===== src/rhsv_pkg.sv =====
package rhsv_pkg;

    // Field and datapath widths.
    localparam int PIX_W      = 8;
    localparam int NUM_W      = 16;
    localparam int HDEN_W     = 11;
    localparam int SQ_W       = 8;
    localparam int HQ_W       = 6;
    localparam int HUE_W      = 10;

    // One quotient bit per divider stage, plus the min/max stage, the
    // scaling stage and the output stage.
    localparam int DIV_STAGES = SQ_W;
    localparam int NUM_STAGES = DIV_STAGES + 3;
    localparam int LAST_STAGE = NUM_STAGES - 1;

    // Hue circle constants.
    localparam int FULL_SCALE = 255;
    localparam int HUE_OFS_G  = 85;
    localparam int HUE_OFS_B  = 170;

    // Which channel holds the maximum; red wins ties over green, green over blue.
    typedef enum logic [1:0] {
        SECT_RED   = 2'd0,
        SECT_GREEN = 2'd1,
        SECT_BLUE  = 2'd2
    } sect_t;

    // Payload carried through the divider stages.
    typedef struct packed {
        sect_t              sect;
        logic               gray;
        logic               hneg;
        logic [PIX_W-1:0]   bright;
        logic [NUM_W-1:0]   srem;
        logic [PIX_W-1:0]   sden;
        logic [SQ_W-1:0]    squo;
        logic [NUM_W-1:0]   hrem;
        logic [HDEN_W-1:0]  hden;
        logic [HQ_W-1:0]    hquo;
    } div_t;

    // One restoring division step for quotient bit bitpos of both dividers.
    // The hue quotient only has its low HQ_W bits.
    function automatic div_t div_step(input div_t x, input int bitpos);
        logic [NUM_W:0] s_trial;
        logic [NUM_W:0] h_trial;
        div_t           y;
        y       = x;
        s_trial = (NUM_W + 1)'(x.sden) << bitpos;
        h_trial = (NUM_W + 1)'(x.hden) << bitpos;
        if ({1'b0, x.srem} >= s_trial)
        begin
            y.srem = x.srem - s_trial[NUM_W-1:0];
            y.squo = x.squo | (SQ_W'(1) << bitpos);
        end
        if (bitpos < HQ_W)
        begin
            if ({1'b0, x.hrem} >= h_trial)
            begin
                y.hrem = x.hrem - h_trial[NUM_W-1:0];
                y.hquo = x.hquo | (HQ_W'(1) << bitpos);
            end
        end
        return y;
    endfunction

endpackage


===== src/rgb_to_hsv_converter_top.sv =====
// RGB to HSV converter, 8 bits per channel.
// Pixels arrive as beats on the pix channel (red, green, blue with
// pix_valid / pix_ready) and leave as beats on the hsv channel (hue,
// saturation, brightness with hsv_valid / hsv_ready). Brightness is the
// largest channel, saturation the rounded delta*255/max and hue a point on
// a 255-step circle with red at 0; a grey pixel gives zero hue and
// saturation.
// An accepted pixel passes through every stage register in turn, from the
// min/max stage to the output register, before its beat is offered.
// Throughput is one pixel per clock while hsv_ready is high: the two
// divisions run as an 8-stage restoring divider, one quotient bit per stage,
// so the saturation quotient width sets the depth of the pipeline.
// Every stage has its own valid bit and loads whenever it is empty or the
// stage after it moves, so bubbles are squeezed out. When the receiver
// stalls, the output register holds its beat and the stages behind it keep
// filling; pix_ready drops only once all 11 stages hold a pixel.
// Reset clears the valid bits only; the pipeline is empty afterwards and
// no output beat is produced until a pixel has been accepted.
module rgb_to_hsv_converter_top
    import rhsv_pkg::*;
(
    input  logic             clk,
    input  logic             rst_n,
    input  logic             pix_valid,
    output logic             pix_ready,
    input  logic [PIX_W-1:0] red,
    input  logic [PIX_W-1:0] green,
    input  logic [PIX_W-1:0] blue,
    output logic             hsv_valid,
    input  logic             hsv_ready,
    output logic [PIX_W-1:0] hue,
    output logic [PIX_W-1:0] saturation,
    output logic [PIX_W-1:0] brightness
);

    logic [NUM_STAGES-1:0] valid_reg;
    logic [NUM_STAGES-1:0] valid_next;
    logic [NUM_STAGES-1:0] stage_en;

    // Stage 0 registers: extremes and the two operands of the hue difference.
    logic [PIX_W-1:0] mx_reg, mx_next;
    logic [PIX_W-1:0] mn_reg, mn_next;
    logic [PIX_W-1:0] opa_reg, opa_next;
    logic [PIX_W-1:0] opb_reg, opb_next;
    sect_t            sect_reg, sect_next;

    // Divider pipeline: entry 0 is loaded by the scaling stage.
    div_t div_reg  [DIV_STAGES+1];
    div_t div_next [DIV_STAGES+1];

    // Scaling stage intermediates.
    logic [PIX_W-1:0] delta;
    logic [PIX_W:0]   diff;
    logic [PIX_W-1:0] diff_mag;

    // Output stage intermediates.
    div_t                    dl;
    logic [SQ_W:0]           sat_sum;
    logic [HQ_W:0]           hq;
    logic signed [HUE_W-1:0] hue_s;
    logic signed [HUE_W-1:0] hue_w;

    logic [PIX_W-1:0] hue_reg, hue_next;
    logic [PIX_W-1:0] sat_reg, sat_next;
    logic [PIX_W-1:0] bright_reg, bright_next;

    // Handshake: a stage loads when it is empty or its successor moves on.
    always_comb
    begin
        stage_en[LAST_STAGE] = !valid_reg[LAST_STAGE] || hsv_ready;
        for (int i = LAST_STAGE - 1; i >= 0; i--)
        begin
            stage_en[i] = !valid_reg[i] || stage_en[i + 1];
        end
        valid_next[0] = stage_en[0] ? pix_valid : valid_reg[0];
        for (int i = 1; i < NUM_STAGES; i++)
        begin
            valid_next[i] = stage_en[i] ? valid_reg[i - 1] : valid_reg[i];
        end
    end

    assign pix_ready  = stage_en[0];
    assign hsv_valid  = valid_reg[LAST_STAGE];
    assign hue        = hue_reg;
    assign saturation = sat_reg;
    assign brightness = bright_reg;

    // Stage 0: maximum, minimum and the sector of the maximum.
    always_comb
    begin
        mx_next = red;
        if (green > mx_next)
        begin
            mx_next = green;
        end
        if (blue > mx_next)
        begin
            mx_next = blue;
        end
        mn_next = red;
        if (green < mn_next)
        begin
            mn_next = green;
        end
        if (blue < mn_next)
        begin
            mn_next = blue;
        end
        if (red == mx_next)
        begin
            sect_next = SECT_RED;
            opa_next  = green;
            opb_next  = blue;
        end
        else if (green == mx_next)
        begin
            sect_next = SECT_GREEN;
            opa_next  = blue;
            opb_next  = red;
        end
        else
        begin
            sect_next = SECT_BLUE;
            opa_next  = red;
            opb_next  = green;
        end
    end

    // Stage 1: delta, hue difference as sign and magnitude, numerators times 255.
    always_comb
    begin
        delta    = mx_reg - mn_reg;
        diff     = {1'b0, opa_reg} - {1'b0, opb_reg};
        diff_mag = diff[PIX_W] ? PIX_W'(-diff) : diff[PIX_W-1:0];

        div_next[0].sect   = sect_reg;
        div_next[0].gray   = (delta == '0);
        div_next[0].hneg   = diff[PIX_W];
        div_next[0].bright = mx_reg;
        div_next[0].srem   = {delta, {PIX_W{1'b0}}} - NUM_W'(delta);
        div_next[0].sden   = mx_reg;
        div_next[0].squo   = '0;
        div_next[0].hrem   = {diff_mag, {PIX_W{1'b0}}} - NUM_W'(diff_mag);
        div_next[0].hden   = (HDEN_W'(delta) << 2) + (HDEN_W'(delta) << 1);
        div_next[0].hquo   = '0;

        // Divider stages, most significant quotient bit first.
        for (int k = 0; k < DIV_STAGES; k++)
        begin
            div_next[k + 1] = div_step(div_reg[k], DIV_STAGES - 1 - k);
        end
    end

    // Output stage: rounding, saturation clamp, hue offset and wrap.
    always_comb
    begin
        dl      = div_reg[DIV_STAGES];
        sat_sum = {1'b0, dl.squo}
                + (SQ_W + 1)'(dl.srem >= NUM_W'(dl.sden >> 1));
        hq      = {1'b0, dl.hquo}
                + (HQ_W + 1)'(!dl.hneg && (dl.hrem >= NUM_W'(dl.hden >> 1)));
        hue_s   = dl.hneg ? -signed'(HUE_W'(hq)) : signed'(HUE_W'(hq));
        case (dl.sect)
            SECT_RED:   hue_w = hue_s;
            SECT_GREEN: hue_w = hue_s + HUE_W'(HUE_OFS_G);
            SECT_BLUE:  hue_w = hue_s + HUE_W'(HUE_OFS_B);
            default:    hue_w = hue_s;
        endcase
        if (hue_w < 0)
        begin
            hue_w = hue_w + HUE_W'(FULL_SCALE);
        end
        else if (hue_w > HUE_W'(FULL_SCALE))
        begin
            hue_w = hue_w - HUE_W'(FULL_SCALE);
        end

        bright_next = dl.bright;
        if (dl.gray)
        begin
            hue_next = '0;
            sat_next = '0;
        end
        else
        begin
            hue_next = hue_w[PIX_W-1:0];
            sat_next = sat_sum[SQ_W] ? PIX_W'(FULL_SCALE) : sat_sum[SQ_W-1:0];
        end
    end

    // Valid bits.
    always_ff @(posedge clk or negedge rst_n)
    begin
        if (!rst_n)
        begin
            valid_reg <= '0;
        end
        else
        begin
            valid_reg <= valid_next;
        end
    end

    // Payload registers, loaded together with their valid bit.
    always_ff @(posedge clk)
    begin
        if (stage_en[0] && pix_valid)
        begin
            mx_reg   <= mx_next;
            mn_reg   <= mn_next;
            opa_reg  <= opa_next;
            opb_reg  <= opb_next;
            sect_reg <= sect_next;
        end
        for (int k = 0; k <= DIV_STAGES; k++)
        begin
            if (stage_en[k + 1] && valid_reg[k])
            begin
                div_reg[k] <= div_next[k];
            end
        end
        if (stage_en[LAST_STAGE] && valid_reg[LAST_STAGE - 1])
        begin
            hue_reg    <= hue_next;
            sat_reg    <= sat_next;
            bright_reg <= bright_next;
        end
    end

    // An empty output register means the whole pipeline can take a beat.
    a_ready_when_drained: assert property (@(posedge clk) disable iff (!rst_n)
        !valid_reg[LAST_STAGE] |-> pix_ready)
        else $error("pix_ready low although the output register is empty");

    // Saturation is zero only for a grey pixel, which also has zero hue.
    a_grey_hue: assert property (@(posedge clk) disable iff (!rst_n)
        (hsv_valid && (saturation == '0)) |-> (hue == '0))
        else $error("zero saturation with non-zero hue");

    // A black pixel is grey.
    a_black: assert property (@(posedge clk) disable iff (!rst_n)
        (hsv_valid && (brightness == '0)) |-> (saturation == '0))
        else $error("black pixel with non-zero saturation");

    // The divider leaves remainders below their divisors.
    a_div_rem: assert property (@(posedge clk) disable iff (!rst_n)
        (valid_reg[LAST_STAGE - 1] && !div_reg[DIV_STAGES].gray)
        |-> ((div_reg[DIV_STAGES].srem < NUM_W'(div_reg[DIV_STAGES].sden))
          && (div_reg[DIV_STAGES].hrem < NUM_W'(div_reg[DIV_STAGES].hden))))
        else $error("divider remainder not below divisor");

endmodule

===== config.mk =====
export PLATFORM = sky130hd
export DESIGN_NAME = rgb_to_hsv_converter_top
export DESIGN_NICKNAME = d
export VERILOG_FILES = /design/src/rhsv_pkg.sv /design/src/rgb_to_hsv_converter_top.sv
export SDC_FILE = /design/constraint.sdc
export NUM_CORES = 1
export LEC_CHECK = 0
export BUFFER_PORTS_ARGS = -buffer_cell sky130_fd_sc_hd__buf_4
export CORE_MARGIN = 2
export CORE_UTILIZATION = 44
export DETAILED_ROUTE_END_ITERATION = 10
export PLACE_DENSITY = 0.7
export SKIP_CTS_REPAIR_TIMING = 1
export SLEW_MARGIN = 20
export SYNTH_ARGS = -nofsm -noshare
export SYNTH_HDL_FRONTEND = slang
export SYNTH_SLANG_ARGS = --single-unit

===== constraint.sdc =====
create_clock -name clk -period 10.2 [get_ports clk]
set_input_delay 0.51 -clock clk [delete_from_list [all_inputs] [get_ports clk]]
set_output_delay 0.51 -clock clk [all_outputs]
set_load 0.01 [all_outputs]

# After elaboration in Yosys (flattened, before gate mapping)
# Memory sizes are Yosys's and may differ from the RTL's.
# Index checks and enable logic that the tools add are counted.
[word_totals]
n_memories = 1
out_inout_bits = 26
ramBits = 693
elab_cells = 170
in_bits = 28
regBits = 69
[classes]
mux = 61
magnitude_cmp = 22
n_addsub = 27
eq_ne = 4
reduce_logical = 36
[mem_list]
columns = ["name", "depth", "width", "rd", "rd_clocked_by_memory_dff", "write_ports", "line", "source"]
rows = [
  ["div_reg", 9, 77, 9, 0, 9, "rgb_to_hsv_converter_top.sv:48", "div_t div_reg [DIV_STAGES+1];"],
]
[ops]
columns = ["op", "n"]
rows = [
  ["$mux W16", 14],
  ["$mux W8", 13],
  ["$sub A16 B8 Y16", 3],
  ["$ge A16 B10 Y1", 2],
  ["$ge A16 B11 Y1", 2],
  ["$ge A16 B12 Y1", 2],
  ["$ge A16 B13 Y1", 2],
  ["$ge A16 B14 Y1", 2],
  ["$ge A16 B15 Y1", 2],
  ["$sub A16 B11 Y16", 2],
  ["$sub A16 B12 Y16", 2],
  ["$sub A16 B13 Y16", 2],
  ["$sub A16 B14 Y16", 2],
  ["$sub A16 B15 Y16", 2],
  ["$mux W1", 20],
  ["$pmux W10 S2", 1],
  ["$eq A8 B8 Y1", 2],
  ["$ge A16 B16 Y1", 1],
  ["$ge A16 B7 Y1", 1],
  ["$ge A16 B8 Y1", 1],
  ["$ge A16 B9 Y1", 1],
  ["$gt A8 B8 Y1", 2],
  ["$lt A8 B8 Y1", 2],
  ["$sub A16 B10 Y16", 1],
  ["28 further kinds", 66],
]

# Longest topological paths before layout
# Gate-level depths: netlist of run 1.
[logic_depth]
ltp_word = 14
ltp_mapped = 29
depth_no_buf = 29

# Worst setup path before layout of run 1
# Ideal clock, no wire load.
[synth_path]
path_type = "reg-to-reg"
from = "mem div_reg[0][623] (netlist name)"
to = "reg hue_reg[6] (netlist: hue[6]), data pin"
n_path_buf = 0
period_less_slack_ps = 5629
path_slack_ps = 4571
setup_ps = 263
path_stages_with_launch = 28
arrival_ps = 5366
t_required_ps = 9937
cell_sequence = "edfxtp_1 > ha_1 > nand2b_1 > a21o_1 > a21o_1 > a21o_1 > a21o_1 > a21o_1 > a21oi_1 > nor2b_1 > o21ai_0 > a21oi_1 > ha_1 > ha_1 > inv_1 > ha_1 > nor2b_1 > xor2_1 > inv_1 > ha_1 > a21oi_1 > o22ai_2 > a21oi_4 > a31oi_4 > or4b_1 > or3_1 > o31ai_2 > mux2i_1"
[synth_lines]
columns = ["element", "line", "source"]
rows = [
  ["from (decl)", "rgb_to_hsv_converter_top.sv:48", ""],
  ["to (signal assigned)", "rgb_to_hsv_converter_top.sv:224", "hue_reg <= hue_next;"],
  ["to (decl)", "rgb_to_hsv_converter_top.sv:63", "logic [PIX_W-1:0] hue_reg, hue_next;"],
]

==> summary.txt, run 1 <==
Pwr
  • Power consumption: between 10 and 15 mW
  • Pwr dens: between 300 and 400 nW/µm²
  • LEAKAGE: approximately 14 nW
  • Worst ir drop on vdd: between 0.15 and 0.2 mV

Routing
  • Routed WL: roughly 57000 µm
  • Routed WL per cell: between 15 and 20 µm
  • 1st-pass router iterations: 5
  • Drt initial violations: about 1300
  • Vias per cell: approximately 5.3
  • Remaining DRCs: 0
  • Routed Antenna Nets: 0
  • Via count: 19900

Die
  • DIE HEIGHT: between 200 and 300 µm
  • Core Area: just over 70000 µm²
  • IO Count: 54
  • Initial Utilization: 0.4426
  • Die area: about 74000 µm²
  • Die extent in x: about 270 µm
  • # rows: 98

Critical path
  • Crit end category: register
  • Worst EP arrival: between 6 and 7 ns
  • Worst setup SP type: register
  • Critical path data required time: ~11 ns
  • Critical Path Fanout Max: 9
  • FF-to-FF path depth: 27
  • Critical path class: reg2reg

Global route
  • Grt total ovfl: 0
  • Initial antenna violation count: 0
  • Vias in the first global route: slightly below 20000
  • First-pass GRT wire length: 94610 µm
  • Total GRT Usage: 0.1542
  • Largest net degree at the start of global routing: slightly below 70

STA
  • Hold_ws: ~0.10 ns
  • Tightest Pin Transition: 1.045 ns
  • Max Clk Rate: approximately 0.16 GHz
  • Sum Neg Setup Slack: 0 ns
  • Max Slew Vio Count: 0
  • Period utilization: 0.6059
  • Fin crit period: between 6 and 7 ns
  • Unrepaired setup endpoints after global routing: false
  • Finish-stage setup viols: 0
  • Final hold vios: 0
  • Worst Clk Skew: 0.02454 ns
  • Max_slew headroom: 0.2995
  • Setup WS post-layout: 4.020 ns

Placement
  • DP HPWL: about 43000 µm
  • Setup WS pre-CTS: roughly 3.8 ns
  • Buffers on Ports: 53
  • Gpl congestion: 0.8448

Clock tree
  • Sink Count: just under 600
  • Root Buffer: clkbuf_16
  • CTS tree: yes
  • Latest clock arrival within the worst-skew pair: between 0.6 and 0.7 ns
  • CTS Buffer Depth: 3
  • H-tree depth: 2
  • CTS buffer count: a little under 60
  • Clock transition at path regs: about 0.06 ns

Job
  • MaxCap Viol Count: 0

Logic synthesis
  • EDFF count, synth: approximately 600
  • Synth Register Bits: roughly 600
  • Mapped Nets: just under 3000
  • Synth warn: 0
  • Syn avg cell area: between 10 and 15 µm²
  • Share of the synthesized area in the top cell type: 0.5581
  • Post-Syn Area: about 32000 µm²
  • Asr flop ratio synth: 0.01843
  • Synth cell types: 94
  • Synth top area cells: edfxtp_1 (56%), ha_1 (8.4%), inv_1 (3.6%)
  • Post-synthesis sequential area ratio: 0.5668
  • Syn Inst Count: approximately 2700
  • Biggest area consumer among synthesized cells: edfxtp_1
  • Ys flop type: edfxtp_1

Final layout
  • Area growth syn-to-layout: 10.97%
  • Utilization after layout: 0.4911
  • Final net count: 3001
  • Commonest non-fill, non-tap cell in the layout: edfxtp_1
  • Flip-flop count of the largest register after layout: ~530
  • Ant. Diodes: 0
  • Most frequent cells in the layout: edfxtp_1 (586), inv_1 (301), ha_1 (212), nand2_1 (177), o21ai_0 (164)
  • Share of post-route cells with drive strength above 1: 0.08109
  • # fillers: 6107

Status
  • Status: completed

Worst hold path
  • Hold Path Stages: 2
  • HP Class: in2reg
-- where the power goes --
group	switching (mW)	total (mW)	internal (mW)
logic	2.48	4.25	1.77
registers	0.434	4.41	3.98
clock network	0.898	2.11	1.22
-- path summary, 6_finish.rpt --
| kind | from | end | slack (ns) |
|---|---|---|---|
| max | div_reg[0][623] | hue[6] | 4.02 |
| min | pix_valid | valid_reg[0] | 0.1 |
| max reg2reg | div_reg[0][623] | hue[6] | 4.02 |
| min reg2reg | div_reg[0][345] | div_reg[0][422] | 0.40 |
| max in group asynchronous | rst_n | valid_reg[5] | 9.77 |
| min in group asynchronous | rst_n | valid_reg[8] | 0.26 |
-- critical path, cell delays in order, from the launching register on --
cell and delay (ns):
edfxtp_1 0.37, ha_1 0.29, nand2b_1 0.14, a21o_1 0.18, a21o_1 0.17, a21o_1 0.17
a21o_1 0.17, a21o_1 0.17, a21oi_1 0.14, nor2b_1 0.06, o21ai_0 0.14, a21oi_1 0.10
ha_1 0.27, ha_1 0.42, inv_1 0.07, ha_1 0.23, nor2b_1 0.14, xor2_1 0.36
inv_1 0.14, ha_1 0.24, a21oi_1 0.24, o22ai_2 0.14, a21oi_4 0.25, a31oi_4 0.16
or4b_1 0.57, or3_1 0.41, o31ai_2 0.09, mux2i_1 0.11
-- final cells by class --
class                      count  area (µm²)  share of cell area
clock inverter                35       386.6             0.01105
inverter                     303        1151             0.03290
clock buffer                  69        1514             0.04327
timing repair buffer          74       558.0             0.01595
sequential                   597       17870              0.5108
multi-input combinational   1709       12320              0.3521
tap                          950        1189             0.03397
-- metal layers --
layer | track usage | up-vias | routed length, µm
met5 | 0 | - | 0
li1 | - | 9915 | -
met1 | 0.1751 | 9438 | 23450
met3 | 0.02229 | 128 | 2060
met4 | 0.06015 | 0 | 1919
met2 | 0.2901 | 422 | 29850
-- synth_stat cells (13+ instances only) --
library cell and number:
edfxtp_1 586, inv_1 301, ha_1 212, nand2_1 177, o21ai_0 164, nor2_1 152
a21oi_1 103, xor2_1 81, xnor2_1 67, nor3_1 58, o31ai_1 53, nand3_1 50
a21o_1 47, clkbuf_1 46, a21boi_0 43, nand2b_1 42, nor2b_1 42, a31oi_1 32
mux2i_1 31, nand4_1 29, nor4_1 24, o21a_1 23, and2_1 20, o21bai_1 18
fa_1 17, a211oi_1 15, nand4b_1 15, and3_1 14, mux2_2 14, o211ai_1 13
-- per-stage QoR --
step	instance area [µm²]	cells
3_3_place_gp	33070	3632
3_5_place_dp	33070	3632
2_1_floorplan	31530	2666
5_1_grt	34990	3737
4_1_cts	34970	3736
6_report	34990	3737
-- cells by family after synthesis --
group           synth area share
flops                     0.5668
compound gates            0.1241
simple gates              0.1106
xor+xnor                 0.04389
fa+ha+maj                0.09492
mux                      0.01484
buf+inv                  0.04476
No activity file was read; power rests on OpenSTA's default activity.
==> run 2: changes to the inputs <==
--- a/config.mk
+++ b/config.mk
@@ -5,11 +5,12 @@
 export SDC_FILE = /design/constraint.sdc
 export NUM_CORES = 1
 export LEC_CHECK = 0
+export ABC_AREA = 1
 export BUFFER_PORTS_ARGS = -buffer_cell sky130_fd_sc_hd__buf_4
 export CORE_MARGIN = 2
 export CORE_UTILIZATION = 44
 export DETAILED_ROUTE_END_ITERATION = 10
-export PLACE_DENSITY = 0.7
+export PLACE_DENSITY = 0.72
 export SKIP_CTS_REPAIR_TIMING = 1
 export SLEW_MARGIN = 20
 export SYNTH_ARGS = -nofsm -noshare
==> constraint.sdc (replaced) <==
create_clock -name clk -period 5.5 [get_ports clk]
set_input_delay 0.275 -clock clk [delete_from_list [all_inputs] [get_ports clk]]
set_output_delay 0.275 -clock clk [all_outputs]
set_load 0.01 [all_outputs]
==> run 2 against run 1 <==
  * Utilization grew 0.64 points
  * Fmax grew 30%
  * Worst hold slack lost 0.079 ns
  * Design area shrank 0.25%
  * Clock skew shrank 0.0041 ns
  * Wire length shrank 10%
  * Area after synthesis shrank 1.0%
  * Final cell count grew 8.0%
  * Setup slack lost 3.3 ns
  * Flip-flop and latch count is the same
  * Via count shrank 0.69%
  * Critical path type unchanged
  * Critical endpoint is now hue[7]
  * Largest cell class unchanged
  * Largest power group is now combinational cells
==> summary.txt, run 2 <==
Status
  • Status: completed

Global route
  • Total GRT Usage: 0.1440 (-0.01022)
  • Largest net degree at the start of global routing: 69 (unchanged)
  • First-pass GRT wire length: 88310 µm (-6.7%)
  • Grt total ovfl: 0 (unchanged)
  • Initial antenna violation count: 0 (unchanged)
  • Vias in the first global route: 19380 (-2.1%)

Critical path
  • Worst setup SP type: register
  • Critical path data required time: 5.86 ns (-4.71 ns)
  • CP dominant cell by count: nand2_1
  • Slowest stage delay, CP: 0.37 ns (-0.20 ns)
  • Critical path class: reg2reg
  • CP max stage cell: edfxtp_1
  • Crit end category: register
  • Critical Path Fanout Max: 6 (-3)
  • Worst EP arrival: 5.13 ns (-1.42 ns)

Routing
  • Routed WL: 51580 µm (-10%)
  • Routed WL per cell: 12.78 µm (-17%)
  • Remaining DRCs: 0 (unchanged)
  • Drt initial violations: 933 (-30%)
  • Via count: 19770 (-0.69%)
  • 1st-pass router iterations: 5 (unchanged)
  • Vias per cell: 4.899 (-8.0%)
  • Routed Antenna Nets: 0 (unchanged)

Clock tree
  • CTS buffer count: 66 (+12%)
  • Root Buffer: clkbuf_16
  • Latest clock arrival within the worst-skew pair: 0.60 ns (-0.02 ns)
  • CTS Buffer Depth: 3 (unchanged)
  • Clock transition at path regs: 0.06 ns (about the same)
  • Sink Count: 597 (unchanged)
  • H-tree depth: 3 (+1)
  • CTS tree: yes

Die
  • Core Area: 70150 µm² (-1.5%)
  • Initial Utilization: 0.4448 (+0.002264)
  • Die area: 73070 µm² (-1.0%)
  • Die extent in x: 270.3 µm (-0.51%)
  • # rows: 97 (-1.0%)
  • DIE HEIGHT: 270.3 µm (-0.51%)
  • IO Count: 54 (unchanged)

STA
  • Setup WS post-layout: 0.7301 ns (-3.290 ns)
  • Max_slew headroom: 0.3878 (+0.08831)
  • Max Slew Vio Count: 0 (unchanged)
  • Sum Neg Setup Slack: 0 ns (unchanged)
  • Fin crit period: 4.770 ns (-1.410 ns)
  • Unrepaired setup endpoints after global routing: false
  • Worst Clk Skew: 0.02044 ns (-0.004103 ns)
  • Period utilization: 0.8673 (+0.2614)
  • Finish-stage setup viols: 0 (unchanged)
  • Tightest Pin Transition: 0.9128 ns (-0.1323 ns)
  • Max Clk Rate: 0.2096 GHz (+30%)
  • Final hold vios: 0 (unchanged)

Logic synthesis
  • Most common cell in the netlist: edfxtp_1
  • Synth warn: 0 (unchanged)
  • Synth cell types: 64 (-32%)
  • Synth Register Bits: 597 (unchanged)
  • Commonest cells in the netlist: edfxtp_1 (586), nand2_1 (493), inv_1 (430)
  • Syn avg cell area: 10.60 µm² (-10%)
  • Ys flop type: edfxtp_1
  • EDFF count, synth: 586 (unchanged)
  • Syn Inst Count: 2943 (+10%)
  • Post-synthesis sequential area ratio: 0.5727 (+0.005887)
  • Share of the synthesized area in the top cell type: 0.5639 (+0.005796)
  • Asr flop ratio synth: 0.01843 (unchanged)
  • Mapped Nets: 3200 (+9.5%)
  • Post-Syn Area: 31200 µm² (-1.0%)
  • Synth top area cells: edfxtp_1 (56%), ha_1 (8.5%), nand2_1 (5.9%)
  • Biggest area consumer among synthesized cells: edfxtp_1

Job
  • MaxCap Viol Count: 0 (unchanged)

Pwr
  • LEAKAGE: 14.82 nW (+8.9%)
  • Pwr dens: 667.9 nW/µm² (+120%)
  • Worst ir drop on vdd: 0.3052 mV (+89%)
  • Power consumption: 23.31 mW (+120%)

Placement
  • Buffers on Ports: 53 (unchanged)
  • Gpl congestion: 0.8896 (+5.3%)
  • Area post-placement: 32710 µm² (-1.1%)
  • Setup WS pre-CTS: 0.7509 ns (-3.096 ns)
  • DP HPWL: 38600 µm (-10%)

Worst hold path
  • HP Class: in2reg

Final layout
  • Share of post-route cells with drive strength above 1: 0.08304 (+0.001946)
  • # fillers: 6185 (+1.3%)
  • Flip-flop count of the largest register after layout: 528 (unchanged)
  • Utilization after layout: 0.4975 (+0.006372)
  • Commonest non-fill, non-tap cell in the layout: edfxtp_1
  • Most frequent cells in the layout: edfxtp_1 (586), nand2_1 (493), inv_1 (425), nor2_1 (220), ha_1 (212)
  • Multi-input gate area: 11490 µm² (-6.8%)
  • Register cell area after layout: 17870 µm² (unchanged)
  • Post-Layout Inst Area: 34900 µm² (-0.25%)
  • Final net count: 3302 (+10%)
  • Ant. Diodes: 0 (unchanged)
  • Area growth syn-to-layout: 11.84%
## run 2: cell count changes in the layout (fill, tap and decap cells not counted), moves of 52 or more
cell     change
inv_1      +124
o31ai_1     -52
nand3_1    +136
nor2_1      +69
a21oi_1    +101
nand2_1    +316
## run 2: final cells by class
class	instances	area share
repair buffers	69	0.01506
flip-flops and latches	597	0.5121
inverters	444	0.04804
multi-input cells	1867	0.3291
well taps	940	0.03370
clock inverters	43	0.01309
clock buffers	75	0.04890
## run 2: report_power, final
group | leakage [nW] | internal [mW] | switching, mW
registers | 5.77 | 8.28 | 0.993
logic | 8.00 | 3.81 | 5.88
clock network | 1.05 | 2.59 | 1.76
## run 2: critical path, delay by kind of cell (launching register included)
family          cells  cell delay (ns)
buf+inv             4             0.31
fa+ha+maj           5             1.48
flops               1             0.37
simple gates       11             1.02
compound gates     10             1.34
## run 2: layer usage
metal	vias to the layer above	global-route usage	share of wire
met5	-	0	0
met4	0	0.05438	0.033
met3	123	0.02516	0.036
met2	314	0.2632	0.51
met1	9032	0.1680	0.42
li1	10300	-	-
## run 2: path summary, 6_finish.rpt
path | start | to | slack [ns] | cells past startpoint
setup / recovery | div_reg[0][623] | hue[7] | 0.73 | 30
hold / removal | green[7] | opa_reg[7] | 0.02 | 3
setup reg to reg | div_reg[0][623] | hue[7] | 0.73 | 30
hold reg to reg | div_reg[0][574] | div_reg[0][651] | 0.41 | 0
max in group asynchronous | rst_n | valid_reg[4] | 5.28 | 2
min in group asynchronous | rst_n | valid_reg[5] | 0.06 | 2
## run 2: cell families (layout without fill, tap and decap cells)
logic type / count (synthesis) / after routing / share of synthesized area
AOI/OAI and AO/OA: 407 / 407 / 0.07225
xor gates and xnor gates: 170 / 170 / 0.04771
adders and majority gates: 229 / 229 / 0.09591
buffers and inverters: 479 / 631 / 0.06022
DFF: 597 / 597 / 0.5727
muxes: 1 / 1 / 0.0003608
and+or+nand+nor: 1060 / 1060 / 0.1508
## run 2: metrics by stage
step	hold slack (ns)	instances
floorplan	-0.02059	2943
global placement	0.1261	3914
detailed placement	0.1296	3914
CTS	-0.5169	4032
global route	0.001506	4035
finish	0.02070	4035
==> run 3: changes to the inputs <==
--- a/config.mk
+++ b/config.mk
@@ -7,6 +7,7 @@
 export LEC_CHECK = 0
 export ABC_AREA = 1
 export BUFFER_PORTS_ARGS = -buffer_cell sky130_fd_sc_hd__buf_4
+export CORE_ASPECT_RATIO = 0.9
 export CORE_MARGIN = 2
 export CORE_UTILIZATION = 44
 export DETAILED_ROUTE_END_ITERATION = 10
==> run 3 against run 2 <==
  * Die area is essentially flat
  * Clock power shrank 5%
  * Utilization shrank 0.079 points
  * Combinational power is essentially flat
  * Clock-buffer cell count shrank 8
  * Critical endpoint unchanged
==> summary.txt, run 3 (synthesized netlist as in run 2, its figures left out) <==
Status
  • Status: completed

Final layout
  • Area growth syn-to-layout: 11.59%
  • Share of post-route cells with drive strength above 1: 0.08220 (-0.0008365)
  • Flip-flop count of the largest register after layout: 528 (unchanged)
  • Final net count: 3300 (-0.061%)
  • Post-Layout Inst Area: 34820 µm² (-0.23%)
  • Most frequent cells in the layout: edfxtp_1 (586), nand2_1 (493), inv_1 (425), nor2_1 (220), ha_1 (212)
  • Ant. Diodes: 0 (unchanged)
  • # fillers: 6064 (-2.0%)
  • Commonest non-fill, non-tap cell in the layout: edfxtp_1

STA
  • Period utilization: 0.8415 (-0.02574)
  • Max_slew headroom: 0.4123 (+0.02444)
  • Finish-stage setup viols: 0 (unchanged)
  • Final hold vios: 0 (unchanged)
  • Tightest Pin Transition: 0.8753 ns (-0.03745 ns)
  • Max Clk Rate: 0.2161 GHz (+3.1%)
  • Sum Neg Setup Slack: 0 ns (unchanged)
  • Max Slew Vio Count: 0 (unchanged)
  • Unrepaired setup endpoints after global routing: false
  • Worst Clk Skew: 0.02329 ns (+0.002851 ns)
  • Fin crit period: 4.628 ns (-0.1416 ns)

Routing
  • Routed Antenna Nets: 0 (unchanged)
  • Via count: 19770 (+0.0051%)
  • Vias per cell: 4.905 (+0.13%)
  • Routed WL: 51460 µm (-0.23%)
  • Drt initial violations: 1119 (+20%)
  • Routed WL per cell: 12.77 µm (-0.10%)
  • Remaining DRCs: 0 (unchanged)
  • 1st-pass router iterations: 5 (unchanged)

Critical path
  • FF-to-FF path depth: 30 (unchanged)
  • Slowest stage delay, CP: 0.36 ns (about the same)
  • Crit end category: register
  • CP max stage cell: edfxtp_1
  • Critical Path Fanout Max: 6 (unchanged)
  • Critical path data required time: 5.90 ns (+0.04 ns)
  • Worst EP arrival: 5.02 ns (-0.11 ns)
  • Critical path class: reg2reg
  • CP dominant cell by count: nand2_1
  • Worst setup SP type: register
  • Crit path depth: 30 (unchanged)
  • Buf/Inv on CP: 4 (unchanged)
  • Crit-path leading delay family: adder cells

Die
  • # rows: 92 (-5.2%)
  • Initial Utilization: 0.4451 (about the same)
  • IO Count: 54 (unchanged)
  • DIE HEIGHT: 256.6 µm (-5.1%)
  • Die area: 73070 µm² (about the same)
  • Core Area: 70100 µm² (about the same)
  • Die extent in x: 284.7 µm (+5.3%)

Worst hold path
  • HP Class: in2reg
  • Hold Path Stages: 3 (unchanged)

Clock tree
  • Sink Count: 597 (unchanged)
  • Clock transition at path regs: 0.06 ns (about the same)
  • Root Buffer: clkbuf_16
  • Latest clock arrival within the worst-skew pair: 0.64 ns (+0.04 ns)
  • H-tree depth: 2 (-1)
  • CTS Buffer Depth: 3 (unchanged)
  • CTS buffer count: 59 (-11%)
  • CTS tree: yes

Global route
  • Total GRT Usage: 0.1420 (-0.001976)
  • First-pass GRT wire length: 87250 µm (-1.2%)
  • Grt total ovfl: 0 (unchanged)
  • Vias in the first global route: 19030 (-1.8%)
  • Largest net degree at the start of global routing: 69 (unchanged)
  • Initial antenna violation count: 0 (unchanged)

Pwr
  • Power consumption: 23.12 mW (-0.82%)
  • Worst ir drop on vdd: 0.3475 mV (+14%)
  • LEAKAGE: 14.77 nW (-0.37%)
  • Pwr dens: 663.9 nW/µm² (-0.60%)

Placement
  • Gpl congestion: 0.8908 (+0.13%)
  • Buffers on Ports: 53 (unchanged)
  • Area post-placement: 32720 µm² (about the same)
  • DP HPWL: 38390 µm (-0.56%)

Job
  • MaxCap Viol Count: 0 (unchanged)
[run 3: cell count changes in the layout (fill, tap and decap cells not counted), sizes merged]
| cell | previous run | this run |
|---|---|---|
| buf | 66 | 68 |
| clkbuf | 75 | 67 |
| clkinvlp | 4 | 7 |
| inv | 448 | 444 |
| bufinv | 7 | 9 |
| dlygate4sd3 | 3 | 6 |
| clkinv | 28 | 25 |
[run 3: area by class of cell]
class / instances / area [µm²] / share of cell area
repair buffers: 74 / 570.5 / 0.01639
clock inverters: 41 / 511.7 / 0.01470
flip-flops and latches: 597 / 17870 / 0.5133
well taps: 940 / 1176 / 0.03378
multi-input cells: 1867 / 11490 / 0.3299
inverters: 444 / 1677 / 0.04815
clock buffers: 67 / 1528 / 0.04387
[run 3: final timing paths]
check / end / slack [ns] / from
worst max-delay path: hue[7] / 0.87 / div_reg[0][623]
worst min-delay path: opb_reg[3] / 0.02 / red[3]
worst max register to register: hue[7] / 0.87 / div_reg[0][623]
worst min register to register: div_reg[0][305] / 0.40 / div_reg[0][228]
max in group asynchronous: valid_reg[4] / 5.32 / rst_n
min in group asynchronous: valid_reg[5] / 0.03 / rst_n
[run 3: worst reg2reg max path, delay by kind of cell, from the launching register on]
family                   cells  cell delay (ns)
AO/OA/AOI/OAI               10             1.27
AND/OR/NAND/NOR             11             1.01
adder cells (fa/ha/maj)      5             1.44
flip-flops                   1             0.36
buffers and inverters        4             0.31
[run 3: metrics by stage]
stage / setup slack [ns] / hold WS [ns] / util / std cells
2_1_floorplan: 1.323 / -0.02059 / - / 2943
3_3_place_gp: 0.9419 / 0.1233 / 0.4668 / 3916
3_5_place_dp: 0.8218 / 0.1228 / 0.4668 / 3916
4_1_cts: 0.8272 / -0.5617 / 0.4959 / 4024
5_1_grt: 0.2148 / 0.006209 / 0.4967 / 4030
6_report: 0.8717 / 0.02340 / 0.4967 / 4030
[run 3: metal layers]
metal | up-vias | wire length, µm | global-route usage | share of wire
met5 | - | 0 | 0 | 0
met3 | 96 | 2115 | 0.02544 | 0.041
met1 | 9081 | 23190 | 0.1786 | 0.45
li1 | 10290 | - | - | -
met2 | 299 | 24890 | 0.2494 | 0.48
met4 | 0 | 1263 | 0.04181 | 0.025
[run 3: power by group]
group | switching, mW | leakage (nW) | total (mW) | internal (mW)
Combinational | 5.87 | 8.02 | 9.68 | 3.81
Clock | 1.71 | 0.975 | 4.15 | 2.44
Sequential | 1.01 | 5.77 | 9.29 | 8.28
